### src/kmdc_pkg.sv
`timescale 1ns / 1ps
// Types, codes and helpers shared by the k-way merge cells and the core.
// No dependencies.
package kmdc_pkg;

    localparam int IDX_W  = 6;   // way index width, covers up to 64 ways
    localparam int REC_W  = 64;

    localparam logic [1:0] CMD_START = 2'd0;
    localparam logic [1:0] CMD_PUSH  = 2'd1;
    localparam logic [1:0] CMD_CLOSE = 2'd2;

    localparam logic [1:0] KIND_RECORD = 2'd0;
    localparam logic [1:0] KIND_DONE   = 2'd1;
    localparam logic [1:0] KIND_ERROR  = 2'd2;

    localparam logic [1:0] ERR_CONFIG   = 2'd0;
    localparam logic [1:0] ERR_UNSORTED = 2'd1;
    localparam logic [1:0] ERR_FULL     = 2'd2;

    localparam logic [1:0] RULE_KEEP = 2'd0;
    localparam logic [1:0] RULE_LAST = 2'd1;
    localparam logic [1:0] RULE_OR   = 2'd2;

    localparam logic [1:0] REG_NUM_WAYS  = 2'd0;
    localparam logic [1:0] REG_REC_BYTES = 2'd1;
    localparam logic [1:0] REG_KEY_BYTES = 2'd2;
    localparam logic [1:0] REG_RULE      = 2'd3;

    localparam logic [3:0] COMBINE_BYTE_BACK = 4'd4;

    // Running minimum handed from cell to cell.
    typedef struct packed {
        logic             any;
        logic             blocked;
        logic [REC_W-1:0] rec;
        logic [IDX_W-1:0] idx;
    } chain_t;

    // Broadcast from the controller to every cell.
    typedef struct packed {
        logic             clear;
        logic             push_en;
        logic             close_en;
        logic             pop_en;
        logic [IDX_W-1:0] sel;
        logic [3:0]       act_ways;
        logic [REC_W-1:0] rec;
    } cell_ctrl_t;

    typedef struct packed {
        logic [1:0]       kind;
        logic [REC_W-1:0] rec;
        logic [1:0]       err;
        logic [31:0]      dup;
        logic [31:0]      total;
    } result_t;

    function automatic logic [REC_W-1:0] bytes_mask(input logic [3:0] n);
        logic [REC_W-1:0] m;
        m = '0;
        for (int b = 0; b < 8; b++)
        begin
            if (4'(b) < n)
            begin
                m[b*8 +: 8] = 8'hFF;
            end
        end
        return m;
    endfunction

endpackage

### src/kmdc_if.sv
`timescale 1ns / 1ps
// Valid/ready channel interfaces for commands in and results out.
// No dependencies.
interface kmdc_in_if;
    logic        valid;
    logic        ready;
    logic [1:0]  cmd;
    logic [2:0]  way;
    logic [63:0] record;

    modport source (output valid, cmd, way, record, input ready);
    modport sink   (input valid, cmd, way, record, output ready);
endinterface

interface kmdc_out_if;
    logic        valid;
    logic        ready;
    logic [1:0]  kind;
    logic [63:0] out_record;
    logic [1:0]  error_code;
    logic [31:0] dup_total;
    logic [31:0] record_total;
    logic        last;

    modport source (output valid, kind, out_record, error_code, dup_total, record_total,
                    last, input ready);
    modport sink   (input valid, kind, out_record, error_code, dup_total, record_total,
                    last, output ready);
endinterface

### src/kway_merge_dedup_combine_core.sv
`timescale 1ns / 1ps
// K-way merge with duplicate combining: controller, result staging and APB
// registers over a chain of kmdc_cell. Depends on kmdc_pkg, kmdc_if, kmdc_cell.
//
// Usage:
//   in_ch carries commands (start, push record to a way, close a way); an
//   item is taken when valid and ready are both high. out_ch carries the
//   results: merged records, a done summary, or errors, each with running
//   duplicate and record totals; last marks the final result of an item.
//   The APB port holds num_ways, rec_bytes, key_bytes and merge_rule at
//   byte addresses 0, 4, 8, 12; write them only while the block is idle.
// Sequence:
//   One item at a time: accept state, decode state, then a settle phase
//   after every change to the way heads while the search ripples through
//   the cell chain, one cell per cycle. Each pop runs decide, take, settle;
//   a close may release several pops.
// Reset:
//   rst_n is asynchronous; all ways empty, idle, registers back to 8/8/8/0.
// Stalls:
//   One result is staged internally so that last can be set; it moves to the
//   output register only when that is free. A stalled receiver holds the
//   controller; the next item is taken once only the final result is left,
//   waiting in the output register.
module kway_merge_dedup_combine_core #(
    parameter int WAYS         = 8,
    parameter int RECORD_BYTES = 8,
    parameter int COUNT_BITS   = 32
) (
    input  logic               clk,
    input  logic               rst_n,
    kmdc_in_if.sink            in_ch,
    kmdc_out_if.source         out_ch,
    input  logic               psel,
    input  logic               penable,
    input  logic               pwrite,
    input  logic [3:0]         paddr,
    input  logic [31:0]        pwdata,
    output logic [31:0]        prdata,
    output logic               pready
);
    import kmdc_pkg::*;

    localparam int SET_W = $clog2(WAYS + 1);
    localparam logic [SET_W-1:0] SETTLE_LEN = SET_W'(WAYS);

    localparam logic [2:0] S_CMD    = 3'd0;
    localparam logic [2:0] S_EXEC   = 3'd1;
    localparam logic [2:0] S_SETTLE = 3'd2;
    localparam logic [2:0] S_DECIDE = 3'd3;
    localparam logic [2:0] S_TAKE   = 3'd4;
    localparam logic [2:0] S_DONE   = 3'd5;
    localparam logic [2:0] S_FIN    = 3'd6;

    // ---- configuration registers ----
    logic [3:0] num_ways_reg, rec_bytes_reg, key_bytes_reg;
    logic [1:0] rule_reg;

    assign pready = 1'b1;

    always_ff @(posedge clk or negedge rst_n)
    begin
        if (!rst_n)
        begin
            num_ways_reg  <= 4'd8;
            rec_bytes_reg <= 4'd8;
            key_bytes_reg <= 4'd8;
            rule_reg      <= RULE_KEEP;
        end
        else if (psel && penable && pwrite)
        begin
            case (paddr[3:2])
                REG_NUM_WAYS:  num_ways_reg  <= pwdata[3:0];
                REG_REC_BYTES: rec_bytes_reg <= pwdata[3:0];
                REG_KEY_BYTES: key_bytes_reg <= pwdata[3:0];
                REG_RULE:      rule_reg      <= pwdata[1:0];
                default:       num_ways_reg  <= num_ways_reg;
            endcase
        end
    end

    always_comb
    begin
        case (paddr[3:2])
            REG_NUM_WAYS:  prdata = {28'd0, num_ways_reg};
            REG_REC_BYTES: prdata = {28'd0, rec_bytes_reg};
            REG_KEY_BYTES: prdata = {28'd0, key_bytes_reg};
            REG_RULE:      prdata = {30'd0, rule_reg};
            default:       prdata = '0;
        endcase
    end

    // ---- cell chain ----
    cell_ctrl_t ctrl;
    chain_t     chain_w [WAYS+1];
    logic [WAYS-1:0] valid_w, closed_w, popped_w;
    logic [63:0]     last_w [WAYS];

    assign chain_w[0] = '0;

    for (genvar i = 0; i < WAYS; i++)
    begin : g_cell
        kmdc_cell #(.IDX(i)) u_cell (
            .clk         (clk),
            .rst_n       (rst_n),
            .ctrl        (ctrl),
            .chain_in    (chain_w[i]),
            .chain_out   (chain_w[i+1]),
            .head_valid  (valid_w[i]),
            .closed      (closed_w[i]),
            .popped_once (popped_w[i]),
            .last_popped (last_w[i])
        );
    end

    chain_t search;
    assign search = chain_w[WAYS];

    // ---- control state ----
    logic [2:0]            state_reg, state_next;
    logic [1:0]            cmd_reg;
    logic [2:0]            way_reg;
    logic [63:0]           rec_in_reg;
    logic                  run_reg, run_next;
    logic [3:0]            act_ways_reg, act_rec_reg, act_key_reg;
    logic [3:0]            act_ways_next, act_rec_next, act_key_next;
    logic [1:0]            act_rule_reg, act_rule_next;
    logic [63:0]           pend_rec_reg, pend_rec_next;
    logic                  pend_v_reg, pend_v_next;
    logic [COUNT_BITS-1:0] dup_cnt_reg, dup_cnt_next;
    logic [COUNT_BITS-1:0] emit_cnt_reg, emit_cnt_next;
    logic [SET_W-1:0]      settle_reg, settle_next;
    logic [63:0]           take_rec_reg, take_rec_next;

    // staged result and output register
    result_t hold_reg;
    logic    hold_v_reg;
    result_t out_reg;
    logic    out_last_reg;
    logic    out_valid_reg;
    logic    slot_free, put_ok, put_en, fin_en;
    result_t put_res;

    assign slot_free = !out_valid_reg || out_ch.ready;
    assign put_ok    = !hold_v_reg || slot_free;

    function automatic logic [31:0] sat32(input logic [COUNT_BITS-1:0] v);
        logic [COUNT_BITS+31:0] wide;
        wide = {32'd0, v};
        if (wide > (COUNT_BITS + 32)'(32'hFFFF_FFFF))
        begin
            return 32'hFFFF_FFFF;
        end
        return wide[31:0];
    endfunction

    function automatic logic [COUNT_BITS-1:0] sat_inc(input logic [COUNT_BITS-1:0] v);
        return (&v) ? v : v + 1'b1;
    endfunction

    // selected way status
    logic        sel_valid, sel_closed, sel_popped;
    logic [63:0] sel_last;
    logic        way_ok;
    logic [63:0] push_rec;

    always_comb
    begin
        sel_valid  = 1'b0;
        sel_closed = 1'b0;
        sel_popped = 1'b0;
        sel_last   = '0;
        for (int i = 0; i < WAYS; i++)
        begin
            if (32'(way_reg) == i)
            begin
                sel_valid  = valid_w[i];
                sel_closed = closed_w[i];
                sel_popped = popped_w[i];
                sel_last   = last_w[i];
            end
        end
    end

    assign way_ok   = {1'b0, way_reg} < act_ways_reg;
    assign push_rec = rec_in_reg & bytes_mask(act_rec_reg);

    logic bad_cfg;
    assign bad_cfg = rec_bytes_reg == 4'd0
                  || 32'(rec_bytes_reg) > RECORD_BYTES
                  || key_bytes_reg > rec_bytes_reg
                  || 32'(num_ways_reg) > WAYS
                  || (rule_reg[1] && rec_bytes_reg < COMBINE_BYTE_BACK);

    // duplicate test and combining
    logic [63:0] key_mask;
    logic        is_dup;
    logic [7:0]  cb, rb, nb;
    logic [23:0] ct, rt;
    logic [63:0] combined;

    assign key_mask = bytes_mask(act_rec_reg) & ~bytes_mask(act_rec_reg - act_key_reg);
    assign is_dup   = ((pend_rec_reg ^ take_rec_reg) & key_mask) == '0;
    assign cb = pend_rec_reg[31:24];
    assign rb = take_rec_reg[31:24];
    assign ct = pend_rec_reg[23:0];
    assign rt = take_rec_reg[23:0];
    assign nb = (act_rule_reg == RULE_OR) ? (cb | rb) : ((rb > cb) ? rb : cb);
    assign combined = {pend_rec_reg[63:32], nb, (rt < ct) ? rt : ct};

    always_comb
    begin
        state_next    = state_reg;
        run_next      = run_reg;
        act_ways_next = act_ways_reg;
        act_rec_next  = act_rec_reg;
        act_key_next  = act_key_reg;
        act_rule_next = act_rule_reg;
        pend_rec_next = pend_rec_reg;
        pend_v_next   = pend_v_reg;
        dup_cnt_next  = dup_cnt_reg;
        emit_cnt_next = emit_cnt_reg;
        settle_next   = settle_reg;
        take_rec_next = take_rec_reg;
        put_en        = 1'b0;
        fin_en        = 1'b0;
        put_res       = '0;
        ctrl          = '0;
        ctrl.act_ways = act_ways_reg;
        ctrl.rec      = push_rec;
        ctrl.sel      = IDX_W'(way_reg);

        case (state_reg)
            S_CMD:
            begin
                if (in_ch.valid)
                begin
                    state_next = S_EXEC;
                end
            end
            S_EXEC:
            begin
                state_next = S_FIN;
                case (cmd_reg)
                    CMD_START:
                    begin
                        if (bad_cfg)
                        begin
                            run_next      = 1'b0;
                            put_en        = 1'b1;
                            put_res.kind  = KIND_ERROR;
                            put_res.err   = ERR_CONFIG;
                            put_res.dup   = sat32(dup_cnt_reg);
                            put_res.total = sat32(emit_cnt_reg);
                        end
                        else
                        begin
                            act_ways_next = num_ways_reg;
                            act_rec_next  = rec_bytes_reg;
                            act_key_next  = key_bytes_reg;
                            act_rule_next = rule_reg;
                            ctrl.clear    = 1'b1;
                            pend_v_next   = 1'b0;
                            pend_rec_next = '0;
                            dup_cnt_next  = '0;
                            emit_cnt_next = '0;
                            run_next      = 1'b1;
                            settle_next   = SETTLE_LEN;
                            state_next    = S_SETTLE;
                        end
                    end
                    CMD_PUSH:
                    begin
                        if (!run_reg || !way_ok || sel_closed || sel_valid)
                        begin
                            put_en        = 1'b1;
                            put_res.kind  = KIND_ERROR;
                            put_res.err   = ERR_FULL;
                            put_res.dup   = sat32(dup_cnt_reg);
                            put_res.total = sat32(emit_cnt_reg);
                        end
                        else if (sel_popped && sel_last > push_rec)
                        begin
                            run_next      = 1'b0;
                            put_en        = 1'b1;
                            put_res.kind  = KIND_ERROR;
                            put_res.err   = ERR_UNSORTED;
                            put_res.dup   = sat32(dup_cnt_reg);
                            put_res.total = sat32(emit_cnt_reg);
                        end
                        else
                        begin
                            ctrl.push_en = 1'b1;
                            settle_next  = SETTLE_LEN;
                            state_next   = S_SETTLE;
                        end
                    end
                    CMD_CLOSE:
                    begin
                        if (run_reg)
                        begin
                            ctrl.close_en = way_ok;
                            settle_next   = SETTLE_LEN;
                            state_next    = S_SETTLE;
                        end
                    end
                    default:
                    begin
                        state_next = S_FIN;
                    end
                endcase
            end
            S_SETTLE:
            begin
                // let the chain ripple through every cell
                if (settle_reg == '0)
                begin
                    state_next = S_DECIDE;
                end
                else
                begin
                    settle_next = settle_reg - 1'b1;
                end
            end
            S_DECIDE:
            begin
                if (search.blocked)
                begin
                    state_next = S_FIN;
                end
                else if (search.any)
                begin
                    ctrl.pop_en   = 1'b1;
                    ctrl.sel      = search.idx;
                    take_rec_next = search.rec;
                    state_next    = S_TAKE;
                end
                else if (!pend_v_reg)
                begin
                    state_next = S_DONE;
                end
                else if (put_ok)
                begin
                    emit_cnt_next = sat_inc(emit_cnt_reg);
                    pend_v_next   = 1'b0;
                    put_en        = 1'b1;
                    put_res.kind  = KIND_RECORD;
                    put_res.rec   = pend_rec_reg & bytes_mask(act_rec_reg);
                    put_res.dup   = sat32(dup_cnt_reg);
                    put_res.total = sat32(emit_cnt_next);
                    state_next    = S_DONE;
                end
            end
            S_TAKE:
            begin
                if (pend_v_reg && is_dup)
                begin
                    if (act_rule_reg == RULE_KEEP)
                    begin
                        if (put_ok)
                        begin
                            dup_cnt_next  = sat_inc(dup_cnt_reg);
                            emit_cnt_next = sat_inc(emit_cnt_reg);
                            put_en        = 1'b1;
                            put_res.kind  = KIND_RECORD;
                            put_res.rec   = pend_rec_reg & bytes_mask(act_rec_reg);
                            put_res.dup   = sat32(dup_cnt_next);
                            put_res.total = sat32(emit_cnt_next);
                            pend_rec_next = take_rec_reg;
                            settle_next   = SETTLE_LEN;
                            state_next    = S_SETTLE;
                        end
                    end
                    else
                    begin
                        dup_cnt_next  = sat_inc(dup_cnt_reg);
                        pend_rec_next = (act_rule_reg == RULE_LAST) ? take_rec_reg : combined;
                        settle_next   = SETTLE_LEN;
                        state_next    = S_SETTLE;
                    end
                end
                else if (pend_v_reg)
                begin
                    if (put_ok)
                    begin
                        emit_cnt_next = sat_inc(emit_cnt_reg);
                        put_en        = 1'b1;
                        put_res.kind  = KIND_RECORD;
                        put_res.rec   = pend_rec_reg & bytes_mask(act_rec_reg);
                        put_res.dup   = sat32(dup_cnt_reg);
                        put_res.total = sat32(emit_cnt_next);
                        pend_rec_next = take_rec_reg;
                        settle_next   = SETTLE_LEN;
                        state_next    = S_SETTLE;
                    end
                end
                else
                begin
                    pend_rec_next = take_rec_reg;
                    pend_v_next   = 1'b1;
                    settle_next   = SETTLE_LEN;
                    state_next    = S_SETTLE;
                end
            end
            S_DONE:
            begin
                if (put_ok)
                begin
                    run_next      = 1'b0;
                    put_en        = 1'b1;
                    put_res.kind  = KIND_DONE;
                    put_res.dup   = sat32(dup_cnt_reg);
                    put_res.total = sat32(emit_cnt_reg);
                    state_next    = S_FIN;
                end
            end
            S_FIN:
            begin
                // flush the staged result with last set
                if (put_ok)
                begin
                    fin_en     = 1'b1;
                    state_next = S_CMD;
                end
            end
            default:
            begin
                state_next = S_CMD;
            end
        endcase
    end

    assign in_ch.ready = (state_reg == S_CMD);

    always_ff @(posedge clk or negedge rst_n)
    begin
        if (!rst_n)
        begin
            state_reg     <= S_CMD;
            run_reg       <= 1'b0;
            act_ways_reg  <= (WAYS < 8) ? 4'(WAYS) : 4'd8;
            act_rec_reg   <= 4'(RECORD_BYTES);
            act_key_reg   <= 4'(RECORD_BYTES);
            act_rule_reg  <= RULE_KEEP;
            pend_rec_reg  <= '0;
            pend_v_reg    <= 1'b0;
            dup_cnt_reg   <= '0;
            emit_cnt_reg  <= '0;
            settle_reg    <= '0;
            hold_v_reg    <= 1'b0;
            out_valid_reg <= 1'b0;
        end
        else
        begin
            state_reg    <= state_next;
            run_reg      <= run_next;
            act_ways_reg <= act_ways_next;
            act_rec_reg  <= act_rec_next;
            act_key_reg  <= act_key_next;
            act_rule_reg <= act_rule_next;
            pend_rec_reg <= pend_rec_next;
            pend_v_reg   <= pend_v_next;
            dup_cnt_reg  <= dup_cnt_next;
            emit_cnt_reg <= emit_cnt_next;
            settle_reg   <= settle_next;
            if ((put_en || fin_en) && hold_v_reg)
            begin
                out_valid_reg <= 1'b1;
            end
            else if (out_ch.ready)
            begin
                out_valid_reg <= 1'b0;
            end
            if (put_en)
            begin
                hold_v_reg <= 1'b1;
            end
            else if (fin_en)
            begin
                hold_v_reg <= 1'b0;
            end
        end
    end

    always_ff @(posedge clk)
    begin
        take_rec_reg <= take_rec_next;
        if (in_ch.valid && in_ch.ready)
        begin
            cmd_reg    <= in_ch.cmd;
            way_reg    <= in_ch.way;
            rec_in_reg <= in_ch.record;
        end
        if (put_en)
        begin
            hold_reg <= put_res;
        end
        if ((put_en || fin_en) && hold_v_reg)
        begin
            out_reg      <= hold_reg;
            out_last_reg <= fin_en;
        end
    end

    assign out_ch.valid        = out_valid_reg;
    assign out_ch.kind         = out_reg.kind;
    assign out_ch.out_record   = out_reg.rec;
    assign out_ch.error_code   = out_reg.err;
    assign out_ch.dup_total    = out_reg.dup;
    assign out_ch.record_total = out_reg.total;
    assign out_ch.last         = out_last_reg;

endmodule

### src/kmdc_cell.sv
`timescale 1ns / 1ps
// One way of the merge: head record, flags, last popped record, and one
// registered step of the minimum search chain. Depends on kmdc_pkg.
module kmdc_cell #(
    parameter int IDX = 0
) (
    input  logic                clk,
    input  logic                rst_n,
    input  kmdc_pkg::cell_ctrl_t ctrl,
    input  kmdc_pkg::chain_t    chain_in,
    output kmdc_pkg::chain_t    chain_out,
    output logic                head_valid,
    output logic                closed,
    output logic                popped_once,
    output logic [63:0]         last_popped
);
    import kmdc_pkg::*;

    logic [REC_W-1:0] head_reg;
    logic [REC_W-1:0] last_reg;
    logic             valid_reg;
    logic             closed_reg;
    logic             popped_reg;
    chain_t           chain_reg;
    chain_t           chain_next;
    logic             active;
    logic             hit;

    assign active = 32'(IDX) < 32'(ctrl.act_ways);
    assign hit    = ctrl.sel == IDX_W'(IDX);

    always_comb
    begin
        chain_next         = chain_in;
        chain_next.blocked = chain_in.blocked | (active & ~valid_reg & ~closed_reg);
        // strict less: lower way keeps ties
        if (active && valid_reg && (!chain_in.any || head_reg < chain_in.rec))
        begin
            chain_next.any = 1'b1;
            chain_next.rec = head_reg;
            chain_next.idx = IDX_W'(IDX);
        end
    end

    always_ff @(posedge clk or negedge rst_n)
    begin
        if (!rst_n)
        begin
            valid_reg  <= 1'b0;
            closed_reg <= 1'b0;
            popped_reg <= 1'b0;
            chain_reg  <= '0;
        end
        else
        begin
            chain_reg <= chain_next;
            if (ctrl.clear)
            begin
                valid_reg  <= 1'b0;
                closed_reg <= 1'b0;
                popped_reg <= 1'b0;
            end
            else if (hit)
            begin
                if (ctrl.push_en)
                begin
                    valid_reg <= 1'b1;
                end
                if (ctrl.close_en)
                begin
                    closed_reg <= 1'b1;
                end
                if (ctrl.pop_en)
                begin
                    valid_reg  <= 1'b0;
                    popped_reg <= 1'b1;
                end
            end
        end
    end

    always_ff @(posedge clk)
    begin
        if (hit && ctrl.push_en)
        begin
            head_reg <= ctrl.rec;
        end
        if (hit && ctrl.pop_en)
        begin
            last_reg <= head_reg;
        end
    end

    assign chain_out   = chain_reg;
    assign head_valid  = valid_reg;
    assign closed      = closed_reg;
    assign popped_once = popped_reg;
    assign last_popped = last_reg;

endmodule

### src/flat_wrapper.sv
// flat-port wrapper written by rule: the top's interface ports become plain ports
module kway_merge_dedup_combine_core_flat import kmdc_pkg::*;
#(
    parameter int WAYS         = 8,
    parameter int RECORD_BYTES = 8,
    parameter int COUNT_BITS   = 32
)
  (clk, rst_n, psel, penable, pwrite, paddr, pwdata, prdata, pready, in_ch_valid, in_ch_cmd, in_ch_way, in_ch_record, in_ch_ready, out_ch_valid, out_ch_kind, out_ch_out_record, out_ch_error_code, out_ch_dup_total, out_ch_record_total, out_ch_last, out_ch_ready);
  kmdc_in_if in_ch_i ();
  kmdc_out_if out_ch_i ();
  input  logic clk;
  input  logic rst_n;
  input  logic psel;
  input  logic penable;
  input  logic pwrite;
  input  logic [3:0] paddr;
  input  logic [31:0] pwdata;
  output logic [31:0] prdata;
  output logic pready;
  input wire logic [$bits(in_ch_i.valid)-1:0] in_ch_valid;
  input wire logic [$bits(in_ch_i.cmd)-1:0] in_ch_cmd;
  input wire logic [$bits(in_ch_i.way)-1:0] in_ch_way;
  input wire logic [$bits(in_ch_i.record)-1:0] in_ch_record;
  output wire logic [$bits(in_ch_i.ready)-1:0] in_ch_ready;
  output wire logic [$bits(out_ch_i.valid)-1:0] out_ch_valid;
  output wire logic [$bits(out_ch_i.kind)-1:0] out_ch_kind;
  output wire logic [$bits(out_ch_i.out_record)-1:0] out_ch_out_record;
  output wire logic [$bits(out_ch_i.error_code)-1:0] out_ch_error_code;
  output wire logic [$bits(out_ch_i.dup_total)-1:0] out_ch_dup_total;
  output wire logic [$bits(out_ch_i.record_total)-1:0] out_ch_record_total;
  output wire logic [$bits(out_ch_i.last)-1:0] out_ch_last;
  input wire logic [$bits(out_ch_i.ready)-1:0] out_ch_ready;
  assign in_ch_i.valid = in_ch_valid;
  assign in_ch_i.cmd = in_ch_cmd;
  assign in_ch_i.way = in_ch_way;
  assign in_ch_i.record = in_ch_record;
  assign in_ch_ready = in_ch_i.ready;
  assign out_ch_valid = out_ch_i.valid;
  assign out_ch_kind = out_ch_i.kind;
  assign out_ch_out_record = out_ch_i.out_record;
  assign out_ch_error_code = out_ch_i.error_code;
  assign out_ch_dup_total = out_ch_i.dup_total;
  assign out_ch_record_total = out_ch_i.record_total;
  assign out_ch_last = out_ch_i.last;
  assign out_ch_i.ready = out_ch_ready;
  kway_merge_dedup_combine_core #(.WAYS(WAYS), .RECORD_BYTES(RECORD_BYTES), .COUNT_BITS(COUNT_BITS)) u_core (.clk(clk), .rst_n(rst_n), .in_ch(in_ch_i), .out_ch(out_ch_i), .psel(psel), .penable(penable), .pwrite(pwrite), .paddr(paddr), .pwdata(pwdata), .prdata(prdata), .pready(pready));
endmodule
### config.mk
export PLATFORM = sky130hd
export DESIGN_NAME = kway_merge_dedup_combine_core_flat
export DESIGN_NICKNAME = d
export VERILOG_FILES = /design/src/kmdc_pkg.sv /design/src/kmdc_if.sv /design/src/kway_merge_dedup_combine_core.sv /design/src/kmdc_cell.sv /design/src/flat_wrapper.sv
export SDC_FILE = /design/constraint.sdc
export NUM_CORES = 2
export LEC_CHECK = 0
export BUFFER_PORTS_ARGS = -buffer_cell sky130_fd_sc_hd__buf_2
export CORE_MARGIN = 8
export CORE_UTILIZATION = 60
export CTS_CLUSTER_DIAMETER = 40
export DETAILED_ROUTE_END_ITERATION = 16
export GPL_ROUTABILITY_DRIVEN = 0
export PLACE_DENSITY_LB_ADDON = 0.15
export SYNTH_ARGS = -nofsm -noshare
export SYNTH_HDL_FRONTEND = slang
export SYNTH_SLANG_ARGS = --single-unit
### constraint.sdc
create_clock -name clk -period 20.8 [get_ports clk]
set_input_delay 3.12 -clock clk [delete_from_list [all_inputs] [get_ports clk]]
set_output_delay 3.12 -clock clk [all_outputs]
set_load 0.05 [all_outputs]
==> metrics.log <==
[metrics] Detailed Place HPWL: 159 mm
[metrics] Critical Path Source Type: flip-flop
[metrics] via count of the first global-routing pass: 57300
[metrics] Post-synth EDFFs: 1422
[metrics] result of the run: finished clean
[metrics] vertical extent of the die: 410 um
[metrics] Unique masters post-synth: 89
[metrics] cell types occupying the most area after synthesis: sky130_fd_sc_hd__edfxtp_1, sky130_fd_sc_hd__dfrtp_1, sky130_fd_sc_hd__ha_1
[metrics] hold-fix buffer count after cts: 0
[metrics] TritonCTS clock tree: done
[metrics] leading cell type in the layout, fill and taps excluded: sky130_fd_sc_hd__edfxtp_1
[metrics] post-layout instance area: 106000 um2
[metrics] Antenna Violating Nets Remaining: 0
[metrics] total die area: about 170000 um2
[metrics] arrival time worst endpoint: 9.74 ns
[metrics] maximum achievable frequency: 108 MHz
[metrics] total negative setup slack: 0 ns
[metrics] initial antenna violation count: 7
[metrics] max-slew violation count: 0
[metrics] Max stage delay on crit path: 0.77 ns
[metrics] count of inserted antenna diode cells: 0
[metrics] most used cell, CP: sky130_fd_sc_hd__buf_4
[metrics] DRT Wirelength: about 240 mm
[metrics] Vias: approximately 56000
[metrics] layout cells sized above 1: 0.190
[metrics] most used flip-flop cell after synthesis: sky130_fd_sc_hd__edfxtp_1
[metrics] number of iterations in the first detailed-routing pass: 5
[metrics] # DRC: 0
[metrics] delay-heaviest family, CP: buffers and inverters
[metrics] pin count of the biggest net entering global routing: 101
[metrics] average routed wire per standard cell: 25.8 um
[metrics] First DRT Iteration DRCs: 5704
[metrics] final setup fails: 0
[metrics] dpl cell area: 96400 um2
[metrics] number of instances resized during post-cts repair: 0
[metrics] filler instances: roughly 10000
[metrics] flip-flop count of the largest register, all copies and words added: 545
[metrics] Synth Cell Area: 93000 um2
[metrics] area growth from synthesis to layout: 13.8%
[metrics] measured slew at the worst slew-check pin: 1.32 ns
[metrics] max_cap viols: 0
[metrics] # clock sinks: 2158
[metrics] overflow left after global routing: 0
[metrics] area taken by flip-flops and latches: 61100 um2
[metrics] power per standard cell area: 114 nW/um2
[metrics] number of ports placed on the die boundary: 280
[metrics] final period utilization: 0.444
[metrics] critical path endpoint category: flip-flop
[metrics] Core ar.: 154000 um2
[metrics] number of buffers added on ports: 220
[metrics] setup repair after global routing missed its margin: no
[metrics] number of setup buffers added after CTS: 0
[metrics] post-detailed-route via-to-cell ratio: 6.18
[metrics] fraction of synthesized cell area taken by the top area cell type: 0.459
[metrics] Max Buffers Root-to-Sink: 4
[metrics] library cell used as clock root buffer: sky130_fd_sc_hd__clkbuf_16
[metrics] Leak: 42.6 nW
[metrics] commonest cells after routing, fill and taps aside: sky130_fd_sc_hd__edfxtp_1, sky130_fd_sc_hd__dfrtp_1, sky130_fd_sc_hd__inv_1
[metrics] async set-or-reset flop fraction in the synthesized netlist: 0.341
[metrics] number of standard-cell rows in the floorplan: 144
[metrics] buffers plus inverters on the worst setup path: 6
[metrics] Initial Utilization: 0.604
[metrics] Relative slew margins: 0.111
[metrics] Post-layout nets: 7529
[metrics] warnings from Yosys: 0
[metrics] critical path type: flip-flop to flip-flop
[metrics] maximum resistive drop on vdd: 0.127 mV
[metrics] final worst clock skew: 0.0428 ns
[metrics] proportion of synthesized chip area in sequential cells: 0.657
[metrics] clock buffer count from CTS: 287
[metrics] H-tree depth: 5
[metrics] clock period minus worst slack: 9.24 ns
[metrics] synthesis-stage register bit count: 2158
[metrics] aggregate global-route resource usage: 0.275
[metrics] mean cell area of the mapped netlist: approximately 14 um2
[metrics] class of the tightest hold or removal check: flip-flop to flip-flop
[metrics] cell count after synthesis: 6497
[metrics] slowest CP cell: sky130_fd_sc_hd__buf_4
[metrics] required arrival time at the worst endpoint: 21.30 ns
[metrics] Cell Chain, Critical Path: buf_12, buf_4, buf_4, mux4_2, nand2_1, nand2_1, ha_1, nand4_1, nor3_1, and3_1, and4_1, a22oi_1, a31oi_1, o21ai_4, buf_4, and2_1, a21boi_4, buf_4, buf_4
[metrics] area leader, netlist: sky130_fd_sc_hd__edfxtp_1
[metrics] Clk Latency, worst-skew pair: 0.90 ns
[metrics] Worst Path Max Fanout: 88
[metrics] wire length of the first global-routing pass: 351 mm
[metrics] footprint of the multi-input gates: 28800 um2
[metrics] Final Hold Vio Count: 0
[metrics] clock slew at the register clock pins of the worst setup and hold paths: approximately 0.060 ns
[metrics] Die X: slightly above 400 um
## final timing paths
kind,startpoint,to,slack (ns),cells after the start
min reg2reg,u_core.g_cell[7].u_cell.chain_out[10]$_DFF_PN0_,u_core.take_rec_reg[4]$_DFFE_PP_,0.40,0
min in group asynchronous,rst_n,u_core.pend_rec_reg[16]$_DFFE_PN0P_,2.30,1
max reg2reg,u_core.way_reg[0]$_DFFE_PP_,u_core.out_ch.out_record[14]$_DFFE_PP_,11.56,19
max,u_core.way_reg[0]$_DFFE_PP_,u_core.out_ch.out_record[14]$_DFFE_PP_,11.56,19
min,u_core.g_cell[7].u_cell.chain_out[10]$_DFF_PN0_,u_core.take_rec_reg[4]$_DFFE_PP_,0.40,0
max in group asynchronous,rst_n,u_core.g_cell[3].u_cell.chain_out[48]$_DFF_PN0_,15.44,4
## routing by layer
| metal | track usage | vias up | share of wire |
|---|---|---|---|
| met5 | 0 | - | 0.00013 |
| met4 | 0.103 | 4 | 0.038 |
| met3 | 0.0581 | 470 | 0.085 |
| met2 | 0.447 | 2516 | 0.47 |
| met1 | 0.370 | 28500 | 0.40 |
| li1 | - | 24900 | - |
## Yosys cell counts, types with 7 or more instances
| cell | number |
|---|---|
| sky130_fd_sc_hd__and4_1 | 17 |
| sky130_fd_sc_hd__o31ai_1 | 29 |
| sky130_fd_sc_hd__o22ai_1 | 13 |
| sky130_fd_sc_hd__nand2b_1 | 38 |
| sky130_fd_sc_hd__a221oi_1 | 9 |
| sky130_fd_sc_hd__clkbuf_1 | 127 |
| sky130_fd_sc_hd__a31oi_1 | 64 |
| sky130_fd_sc_hd__edfxtp_1 | 1422 |
| sky130_fd_sc_hd__nor2b_1 | 39 |
| sky130_fd_sc_hd__or3_1 | 14 |
| sky130_fd_sc_hd__buf_2 | 50 |
| sky130_fd_sc_hd__o211ai_1 | 31 |
| sky130_fd_sc_hd__o21ai_1 | 8 |
| sky130_fd_sc_hd__and2_1 | 81 |
| sky130_fd_sc_hd__buf_6 | 8 |
| sky130_fd_sc_hd__o221ai_1 | 11 |
| sky130_fd_sc_hd__mux2_4 | 27 |
| sky130_fd_sc_hd__xnor2_1 | 36 |
| sky130_fd_sc_hd__o21a_1 | 25 |
| sky130_fd_sc_hd__or2_2 | 10 |
| sky130_fd_sc_hd__a221o_1 | 69 |
| sky130_fd_sc_hd__a211oi_1 | 28 |
| sky130_fd_sc_hd__a22o_1 | 136 |
| sky130_fd_sc_hd__ha_1 | 557 |
| sky130_fd_sc_hd__inv_1 | 590 |
| sky130_fd_sc_hd__dfrtp_1 | 730 |
| sky130_fd_sc_hd__a2111oi_0 | 15 |
| sky130_fd_sc_hd__nand2_1 | 488 |
| sky130_fd_sc_hd__and3_1 | 70 |
| sky130_fd_sc_hd__mux2_2 | 372 |
| sky130_fd_sc_hd__nand4_1 | 114 |
| sky130_fd_sc_hd__buf_4 | 37 |
| sky130_fd_sc_hd__o2111ai_1 | 7 |
| sky130_fd_sc_hd__mux4_2 | 121 |
| sky130_fd_sc_hd__a21oi_1 | 245 |
| sky130_fd_sc_hd__buf_1 | 30 |
| sky130_fd_sc_hd__mux2i_1 | 11 |
| sky130_fd_sc_hd__nor4_1 | 22 |
| sky130_fd_sc_hd__o21ai_0 | 201 |
| sky130_fd_sc_hd__a21o_1 | 100 |
| sky130_fd_sc_hd__a41oi_1 | 26 |
| sky130_fd_sc_hd__nand3_1 | 73 |
| sky130_fd_sc_hd__nor2_1 | 210 |
| sky130_fd_sc_hd__nor3_1 | 74 |
## layout make-up
| class | count | area share |
|---|---|---|
| flip-flops and latches | 2158 | 0.577 |
| multi-input cells | 3523 | 0.272 |
| clock buffers | 354 | 0.0740 |
| well taps | 2044 | 0.0242 |
| inverters | 591 | 0.0210 |
| repair buffers | 298 | 0.0161 |
| clock inverters | 150 | 0.0149 |
## cell families after synthesis
logic type	share of synthesized area
other	0.0000808
AND/OR/NAND/NOR	0.0670
AO/OA/AOI/OAI	0.0801
adder cells (fa/ha/maj)	0.0752
XOR/XNOR	0.00367
flip-flops	0.657
buffers and inverters	0.0368
multiplexers	0.0799
## where the power goes
group,switching [mW],internal (mW),total (mW)
registers,0.199,5.09,5.29
logic,1.47,0.509,1.98
clock network,1.86,2.96,4.82
total,3.53,8.56,12.1
## through the flow
stage	hold slack, ns	setup slack [ns]	cells	util	total power [mW]
4_1_cts	0.403	11.54	9118	0.687	12.2
3_5_place_dp	0.404	11.57	8614	0.626	7.35
5_1_grt	0.411	10.96	9118	0.687	12.5
6_report	0.400	11.56	9118	0.687	12.1
3_3_place_gp	0.402	11.74	8614	0.626	7.30
2_1_floorplan	0.400	6.02	6524	-	6.76
No activity file was read; power rests on OpenSTA's default activity.
